$ cat src/rtl/vbox_pkg.sv
// ----------------------------------------------------------------------------
// vbox_pkg: shared types and helpers for the voxel box statistics block
// Widths of samples, coordinates and accumulators, the item passed from the
// scan counter to the statistics stage, and the box extent decode.
// ----------------------------------------------------------------------------
`default_nettype none

package vbox_pkg;

  localparam int COORD_BITS  = 10;
  localparam int SAMPLE_BITS = 16;
  localparam int SIZE_BITS   = 11;
  localparam int SUM_BITS    = 47;
  localparam int MOMENT_BITS = 57;
  localparam int PROD_BITS   = SAMPLE_BITS + COORD_BITS + 1;

  // Output field widths
  localparam int VALUE_W  = 16;
  localparam int POS_W    = 10;
  localparam int SUM_W    = 46;
  localparam int MOMENT_W = 56;
  localparam int RESULT_W = 2 * VALUE_W + 6 * POS_W + SUM_W + 3 * MOMENT_W;
  localparam int TDATA_W  = ((RESULT_W + 7) / 8) * 8;
  localparam int PAD_W    = TDATA_W - RESULT_W;

  localparam int SIZE_CAP = 1 << COORD_BITS;

  typedef logic [COORD_BITS-1:0]         coord_t;
  typedef logic signed [SAMPLE_BITS-1:0] sample_t;
  typedef logic [SIZE_BITS-1:0]          size_t;

  // One voxel with its local coordinates; last marks the box's final voxel
  typedef struct packed {
    sample_t value;
    coord_t  x;
    coord_t  y;
    coord_t  z;
    logic    last;
  } voxel_item_t;

  // Last local index along an axis: zero counts as one, large sizes saturate
  function automatic coord_t last_index(input size_t n);
    coord_t idx;
    if (n == '0) begin
      idx = '0;
    end else if (n > SIZE_BITS'(SIZE_CAP)) begin
      idx = COORD_BITS'(SIZE_CAP - 1);
    end else begin
      idx = COORD_BITS'(n - SIZE_BITS'(1));
    end
    return idx;
  endfunction

endpackage

`default_nettype wire

$ cat src/rtl/vbox_scan.sv
// ----------------------------------------------------------------------------
// vbox_scan: input register and local coordinate counters
// Tags each accepted voxel with its x/y/z position inside the box and flags
// the box's last voxel, then holds it until the statistics stage takes it.
// ----------------------------------------------------------------------------
`default_nettype none

module vbox_scan (
  input  wire logic                  clk,
  input  wire logic                  rst,
  input  wire logic                  s_tvalid,
  output logic                       s_tready,
  input  wire vbox_pkg::sample_t     s_value,
  input  wire vbox_pkg::size_t       size_x,
  input  wire vbox_pkg::size_t       size_y,
  input  wire vbox_pkg::size_t       size_z,
  input  wire logic                  take,
  output logic                       item_valid,
  output vbox_pkg::voxel_item_t      item
);
  import vbox_pkg::*;

  coord_t count_x;
  coord_t count_y;
  coord_t count_z;
  logic   end_x;
  logic   end_y;
  logic   end_z;
  logic   accept;

  // Greater-or-equal so a shrunk extent closes the row/plane/box early
  assign end_x  = count_x >= last_index(size_x);
  assign end_y  = count_y >= last_index(size_y);
  assign end_z  = count_z >= last_index(size_z);

  assign s_tready = !item_valid || take;
  assign accept   = s_tvalid && s_tready;

  // Coordinate counters, x fastest
  always_ff @(posedge clk) begin
    if (rst) begin
      count_x <= '0;
      count_y <= '0;
      count_z <= '0;
    end else if (accept) begin
      if (end_x && end_y && end_z) begin
        count_x <= '0;
        count_y <= '0;
        count_z <= '0;
      end else if (!end_x) begin
        count_x <= count_x + COORD_BITS'(1);
      end else begin
        count_x <= '0;
        if (!end_y) begin
          count_y <= count_y + COORD_BITS'(1);
        end else begin
          count_y <= '0;
          count_z <= count_z + COORD_BITS'(1);
        end
      end
    end
  end

  // Input register valid flag
  always_ff @(posedge clk) begin
    if (rst) begin
      item_valid <= 1'b0;
    end else if (s_tready) begin
      item_valid <= s_tvalid;
    end
  end

  // Input register payload
  always_ff @(posedge clk) begin
    if (accept) begin
      item.value <= s_value;
      item.x     <= count_x;
      item.y     <= count_y;
      item.z     <= count_z;
      item.last  <= end_x && end_y && end_z;
    end
  end

endmodule

`default_nettype wire

$ cat src/rtl/vbox_stats.sv
// ----------------------------------------------------------------------------
// vbox_stats: running extrema, sum and first moments with result register
// Folds one voxel per cycle (a final voxel waits on an untaken result) into the box statistics;
// on the box's last voxel loads the packed result into the output register and starts a new box.
// ----------------------------------------------------------------------------
`default_nettype none

module vbox_stats (
  input  wire logic                       clk,
  input  wire logic                       rst,
  input  wire logic                       item_valid,
  input  wire vbox_pkg::voxel_item_t      item,
  output logic                            take,
  output logic                            m_tvalid,
  input  wire logic                       m_tready,
  output logic [vbox_pkg::TDATA_W-1:0]    m_tdata
);
  import vbox_pkg::*;

  logic                          first;
  sample_t                       run_max;
  coord_t                        max_x, max_y, max_z;
  sample_t                       run_min;
  coord_t                        min_x, min_y, min_z;
  logic signed [SUM_BITS-1:0]    acc_sum;
  logic signed [MOMENT_BITS-1:0] acc_mx, acc_my, acc_mz;

  logic                          upd_max, upd_min;
  sample_t                       run_max_next, run_min_next;
  coord_t                        max_x_next, max_y_next, max_z_next;
  coord_t                        min_x_next, min_y_next, min_z_next;
  logic signed [PROD_BITS-1:0]   prod_x, prod_y, prod_z;
  logic signed [SUM_BITS-1:0]    acc_sum_next;
  logic signed [MOMENT_BITS-1:0] acc_mx_next, acc_my_next, acc_mz_next;
  logic                          load;

  // A final voxel waits only while an untaken result sits in the output
  assign take = item_valid && (!item.last || !m_tvalid || m_tready);
  assign load = take && item.last;

  // Extrema: strict compare keeps the earliest voxel on ties
  assign upd_max      = first || (item.value > run_max);
  assign upd_min      = first || (item.value < run_min);
  assign run_max_next = upd_max ? item.value : run_max;
  assign max_x_next   = upd_max ? item.x : max_x;
  assign max_y_next   = upd_max ? item.y : max_y;
  assign max_z_next   = upd_max ? item.z : max_z;
  assign run_min_next = upd_min ? item.value : run_min;
  assign min_x_next   = upd_min ? item.x : min_x;
  assign min_y_next   = upd_min ? item.y : min_y;
  assign min_z_next   = upd_min ? item.z : min_z;

  // Coordinate-weighted products, one small multiply per axis
  assign prod_x = PROD_BITS'(item.value) * $signed({1'b0, item.x});
  assign prod_y = PROD_BITS'(item.value) * $signed({1'b0, item.y});
  assign prod_z = PROD_BITS'(item.value) * $signed({1'b0, item.z});

  // Accumulators
  assign acc_sum_next = acc_sum + SUM_BITS'(item.value);
  assign acc_mx_next  = acc_mx + MOMENT_BITS'(prod_x);
  assign acc_my_next  = acc_my + MOMENT_BITS'(prod_y);
  assign acc_mz_next  = acc_mz + MOMENT_BITS'(prod_z);

  // Running state; cleared after the box's last voxel
  always_ff @(posedge clk) begin
    if (rst) begin
      first   <= 1'b1;
      acc_sum <= '0;
      acc_mx  <= '0;
      acc_my  <= '0;
      acc_mz  <= '0;
    end else if (take) begin
      if (item.last) begin
        first   <= 1'b1;
        acc_sum <= '0;
        acc_mx  <= '0;
        acc_my  <= '0;
        acc_mz  <= '0;
      end else begin
        first   <= 1'b0;
        acc_sum <= acc_sum_next;
        acc_mx  <= acc_mx_next;
        acc_my  <= acc_my_next;
        acc_mz  <= acc_mz_next;
      end
    end
  end

  // Extrema payload; ignored while first is set
  always_ff @(posedge clk) begin
    if (take) begin
      run_max <= run_max_next;
      max_x   <= max_x_next;
      max_y   <= max_y_next;
      max_z   <= max_z_next;
      run_min <= run_min_next;
      min_x   <= min_x_next;
      min_y   <= min_y_next;
      min_z   <= min_z_next;
    end
  end

  // Output register valid
  always_ff @(posedge clk) begin
    if (rst) begin
      m_tvalid <= 1'b0;
    end else if (load) begin
      m_tvalid <= 1'b1;
    end else if (m_tready) begin
      m_tvalid <= 1'b0;
    end
  end

  // Output register payload, first field in the lowest bits
  always_ff @(posedge clk) begin
    if (load) begin
      m_tdata <= {PAD_W'(0),
                  acc_mz_next[MOMENT_W-1:0],
                  acc_my_next[MOMENT_W-1:0],
                  acc_mx_next[MOMENT_W-1:0],
                  acc_sum_next[SUM_W-1:0],
                  min_z_next, min_y_next, min_x_next,
                  run_min_next,
                  max_z_next, max_y_next, max_x_next,
                  run_max_next};
    end
  end

endmodule

`default_nettype wire

$ cat src/rtl/voxel_box_extrema_and_moments.sv
// ----------------------------------------------------------------------------
// voxel_box_extrema_and_moments: per-box min/max, sum and first moments
// Top level: configuration registers and the two-stage statistics datapath.
// ----------------------------------------------------------------------------
// Usage:
//   Set box_size_x/y/z over the APB port (byte addresses 0, 4, 8) while the
//   block is idle. Voxels then stream in on s_tdata, x fastest, then y, then z.
//   After a box's last voxel one result transfer leaves on m_tdata with the
//   maximum and minimum (with their first local positions), the plain sum and
//   the x/y/z weighted sums. Other voxels produce no output.
//   Throughput: one voxel per cycle. A voxel enters the input register at the
//   edge that accepts it and is folded into the statistics when the statistics
//   stage takes it; m_tvalid rises at the edge that folds in the last voxel.
//   The output register holds a result while m_tready is low and voxels keep
//   flowing; input stalls only when the next box ends before that result is
//   taken.
//   Reset clears coordinates and statistics and sets all box sizes to 1.
// ----------------------------------------------------------------------------
`default_nettype none

module voxel_box_extrema_and_moments (
  input  wire logic                        clk,
  input  wire logic                        rst,
  // APB configuration
  input  wire logic                        psel,
  input  wire logic                        penable,
  input  wire logic                        pwrite,
  input  wire logic [3:0]                  paddr,
  input  wire logic [31:0]                 pwdata,
  output logic [31:0]                      prdata,
  output logic                             pready,
  // Voxel input stream
  input  wire logic                        s_tvalid,
  output logic                             s_tready,
  input  wire logic [15:0]                 s_tdata,  // [15:0] voxel_value
  // Result stream
  output logic                             m_tvalid,
  input  wire logic                        m_tready,
  // [15:0] max_value, [25:16] max_pos_x, [35:26] max_pos_y, [45:36] max_pos_z,
  // [61:46] min_value, [71:62] min_pos_x, [81:72] min_pos_y, [91:82] min_pos_z,
  // [137:92] total_sum, [193:138] moment_x, [249:194] moment_y,
  // [305:250] moment_z, [311:306] zero
  output logic [vbox_pkg::TDATA_W-1:0]     m_tdata
);
  import vbox_pkg::*;

  localparam logic [1:0] REG_SIZE_X = 2'd0;
  localparam logic [1:0] REG_SIZE_Y = 2'd1;
  localparam logic [1:0] REG_SIZE_Z = 2'd2;

  size_t       box_size_x;
  size_t       box_size_y;
  size_t       box_size_z;
  logic        cfg_write;
  logic [1:0]  reg_index;
  logic        item_valid;
  voxel_item_t item;
  logic        take;

  assign pready    = 1'b1;
  assign cfg_write = psel && penable && pwrite;
  assign reg_index = paddr[3:2];

  // Configuration registers
  always_ff @(posedge clk) begin
    if (rst) begin
      box_size_x <= SIZE_BITS'(1);
      box_size_y <= SIZE_BITS'(1);
      box_size_z <= SIZE_BITS'(1);
    end else if (cfg_write) begin
      case (reg_index)
        REG_SIZE_X: box_size_x <= pwdata[SIZE_BITS-1:0];
        REG_SIZE_Y: box_size_y <= pwdata[SIZE_BITS-1:0];
        REG_SIZE_Z: box_size_z <= pwdata[SIZE_BITS-1:0];
        default:    ;
      endcase
    end
  end

  // Register readback
  always_comb begin
    case (reg_index)
      REG_SIZE_X: prdata = 32'(box_size_x);
      REG_SIZE_Y: prdata = 32'(box_size_y);
      REG_SIZE_Z: prdata = 32'(box_size_z);
      default:    prdata = '0;
    endcase
  end

  // Coordinate tagging and input register
  vbox_scan u_scan (
    .clk        (clk),
    .rst        (rst),
    .s_tvalid   (s_tvalid),
    .s_tready   (s_tready),
    .s_value    (s_tdata),
    .size_x     (box_size_x),
    .size_y     (box_size_y),
    .size_z     (box_size_z),
    .take       (take),
    .item_valid (item_valid),
    .item       (item)
  );

  // Statistics and result register
  vbox_stats u_stats (
    .clk        (clk),
    .rst        (rst),
    .item_valid (item_valid),
    .item       (item),
    .take       (take),
    .m_tvalid   (m_tvalid),
    .m_tready   (m_tready),
    .m_tdata    (m_tdata)
  );

endmodule

`default_nettype wire

$ cat config.mk
export PLATFORM = sky130hd
export DESIGN_NAME = voxel_box_extrema_and_moments
export DESIGN_NICKNAME = d
export VERILOG_FILES = /design/src/rtl/vbox_pkg.sv /design/src/rtl/vbox_scan.sv /design/src/rtl/vbox_stats.sv /design/src/rtl/voxel_box_extrema_and_moments.sv
export SDC_FILE = /design/constraint.sdc
export NUM_CORES = 2
export LEC_CHECK = 0
export ABC_AREA = 1
export BUFFER_PORTS_ARGS = -buffer_cell sky130_fd_sc_hd__buf_2
export CORE_AREA = 5 5 546 548
export DETAILED_ROUTE_END_ITERATION = 8
export DIE_AREA = 0 0 551 553
export PLACE_DENSITY_LB_ADDON = 0.15
export SLEW_MARGIN = 0
export SYNTH_ARGS = -nofsm -noshare
export SYNTH_HDL_FRONTEND = slang
export SYNTH_SLANG_ARGS = --single-unit
$ cat constraint.sdc
create_clock -name clk -period 46.7 [get_ports clk]
set_clock_uncertainty 0.1 [all_clocks]
set_input_delay 9.34 -clock clk [delete_from_list [all_inputs] [get_ports clk]]
set_output_delay 9.34 -clock clk [all_outputs]
set_load 0.01 [all_outputs]
==> flow_summary.json <==
{
  "tns_ns": 0,
  "cts_resized": 0,
  "path_cells": "buf_2 -> nor2_1 -> inv_1 -> o221ai_1 -> buf_2",
  "synth-edff-count": 445,
  "grtUsageTotal": 0.162,
  "final_cell_mix": "2751 x nand2_1, 2377 x inv_1, 835 x fa_1",
  "grt_pass1_wl_um": 379000,
  "die_area_um2": 305000,
  "overflow": 0,
  "cp-start-kind": "input pin",
  "clkSlewWorstSetupHoldPaths_ns": 0.06,
  "holdBufCountCts": 0,
  "place_congestion": 0.903,
  "netlist_area_um2": 72700,
  "dr.first_iter.drc_count": 3419,
  "io_pins": 406,
  "clock-sinks": 725,
  "vias_per_cell": 4.22,
  "final-setup-viol-count": 0,
  "clk_latency_ns": 0.83,
  "antenna_found_initial": 18,
  "crit_fanout": 11,
  "slew_headroom": 0.232,
  "cp.arrival_ns": 10.50,
  "drv_slew": 0,
  "endpoint_kind": "output port",
  "yosysUniqueCellTypes": 52,
  "crit_path_frequent_cell": "buf_2",
  "syn_area_per_cell_um2": 7.74,
  "dpl.hpwl_um": 198000,
  "grt_max_degree": 86,
  "hp-class": "register to register",
  "start_util": 0.249,
  "ys_seq_elements": 725,
  "die_x_um": 551,
  "numCtsBuffers": 103,
  "slowest_stage": "nor2_1",
  "synth-main-ff-cell": "edfxtp_1",
  "max_stage_delay_ns": 0.49,
  "worst-setup-path-type": "input pin to output port",
  "drive_above_1_share": 0.0831,
  "drc": 0,
  "multi_input_area_um2": 43700,
  "finalCritPeriodShare": 0.427,
  "detail_route.wirelength_um": 248000,
  "tritoncts": "done",
  "fillers": 32045,
  "rsz0062_at_grt": "no",
  "worst_pin_slew_ns": 1.15,
  "final_common_cell": "nand2_1",
  "synth-seq-area-share": 0.261,
  "required_ns": 37.26,
  "period_minus_slack_ns": 19.94,
  "wire_per_inst_um": 18.1,
  "cts_setup_buffers": 0,
  "vias": 57883,
  "status": "finished clean",
  "die_h_um": 553,
  "fmaxAchievable_mhz": 50.1,
  "finalHoldViolCount": 0,
  "first_global_vias": 60368,
  "first_pass_iters": 6,
  "yosys_warnings": 0,
  "drv_cap": 0,
  "nets": 11025,
  "htree_levels": 3,
  "syn_to_final_growth_pct": 13.4,
  "cts_root_buf": "clkbuf_16",
  "rows": 199,
  "route.antenna.remaining_nets": 0,
  "seq_area_um2": 19000,
  "port_buffers": 354,
  "core_um2": 293000,
  "syn_inst": 9392,
  "ys_async_sr_fraction": 0,
  "clk_path_buf_depth": 4
}
[stage by stage]
stage               hold WS (ns)  cells  instance area [µm²]  worst slack [ns]  utilization
floorplan                  0.341   9418                72800             25.62            -
global placement           0.350  13524                79100             26.84        0.270
detailed placement         0.353  13524                79100             26.81        0.270
CTS                        0.365  13712                82500             26.80        0.282
global route               0.382  13713                82500             26.62        0.282
finish                     0.361  13715                82500             26.76        0.282
[flip-flops by register name, indices dropped and copies added, names as in the netlist, 11 cells and up]
signal           count
u_stats.run_min     16
box_size_x          11
u_stats.acc_my      56
u_stats.acc_mx      56
u_stats.m_tdata    306
box_size_y          11
u_stats.acc_mz      56
u_stats.acc_sum     46
u_scan.item         47
u_stats.run_max     16
box_size_z          11
[metal layers]
metal	track usage	vias to the layer above	routed length, µm
met4	0.0302	0	4700
met3	0.0185	217	9350
met2	0.276	980	118000
met1	0.223	28120	116000
li1	-	28566	-
met5	0	-	0
[synth_stat cells, types with 5 or more instances]
library cell,instances,share of area
nand4_1,72,0.0062
xor2_1,113,0.014
clkinv_1,5,0.00026
nor4_1,10,0.00086
buf_4,33,0.0034
nand2_2,57,0.0049
a21oi_1,430,0.030
a21o_1,8,0.00083
or2_2,17,0.0015
o21a_1,10,0.0010
dfxtp_1,280,0.077
o31ai_1,5,0.00052
nand2_1,2751,0.14
nor2_2,35,0.0030
buf_2,29,0.0020
nor3_1,34,0.0023
o21ai_0,98,0.0067
xnor2_1,40,0.0048
o211ai_1,10,0.0010
and2_1,105,0.0090
nand3_2,17,0.0023
a22o_1,6,0.00072
xor2_2,21,0.0047
nand3b_1,22,0.0023
nor3_2,22,0.0030
a21boi_0,8,0.00083
buf_1,34,0.0018
nand3_1,327,0.023
o21bai_1,43,0.0044
o21ai_1,56,0.0039
fa_1,835,0.23
o221ai_1,8,0.00096
inv_1,2387,0.12
clkbuf_1,148,0.0076
inv_2,26,0.0013
ha_1,421,0.072
edfxtp_1,445,0.18
nor2_1,394,0.020
nor2_4,9,0.0014
[critical path, delay by kind of cell]
kind | cells | cell delay [ns]
compound gates | 1 | 0.24
buf+inv | 3 | 0.43
simple gates | 1 | 0.49
[kinds of logic after synthesis]
group / count (synthesis) / synth area share
DFF: 725 / 0.261
other: 2 / 0.000103
buffers and inverters: 2663 / 0.140
xor gates and xnor gates: 174 / 0.0231
adders and majority gates: 1256 / 0.302
AOI/OAI and AO/OA: 690 / 0.0513
and+or+nand+nor: 3882 / 0.223
[final timing paths]
check	slack, ns	start	end	cells past startpoint
max	26.76	paddr[2]	prdata[4]	5
min	0.36	u_stats.acc_mz[1]	u_stats.acc_mz[1]	2
max reg2reg	38.72	u_scan.item[25]	u_stats.m_tdata[181]	22
min reg2reg	0.36	u_stats.acc_mz[1]	u_stats.acc_mz[1]	2
[cell type report]
class / instances / area share
antenna: 3 / 0.0000910
tap: 3919 / 0.0594
sequential: 725 / 0.230
inverter: 2418 / 0.110
timing repair buffer: 432 / 0.0287
clock buffer: 123 / 0.0326
clock inverter: 65 / 0.00886
multi-input combinational: 6030 / 0.530
Power is left out: the tool's default activity adds up to more than one toggle a clock period on the data nets, which glitch-free logic cannot reach.
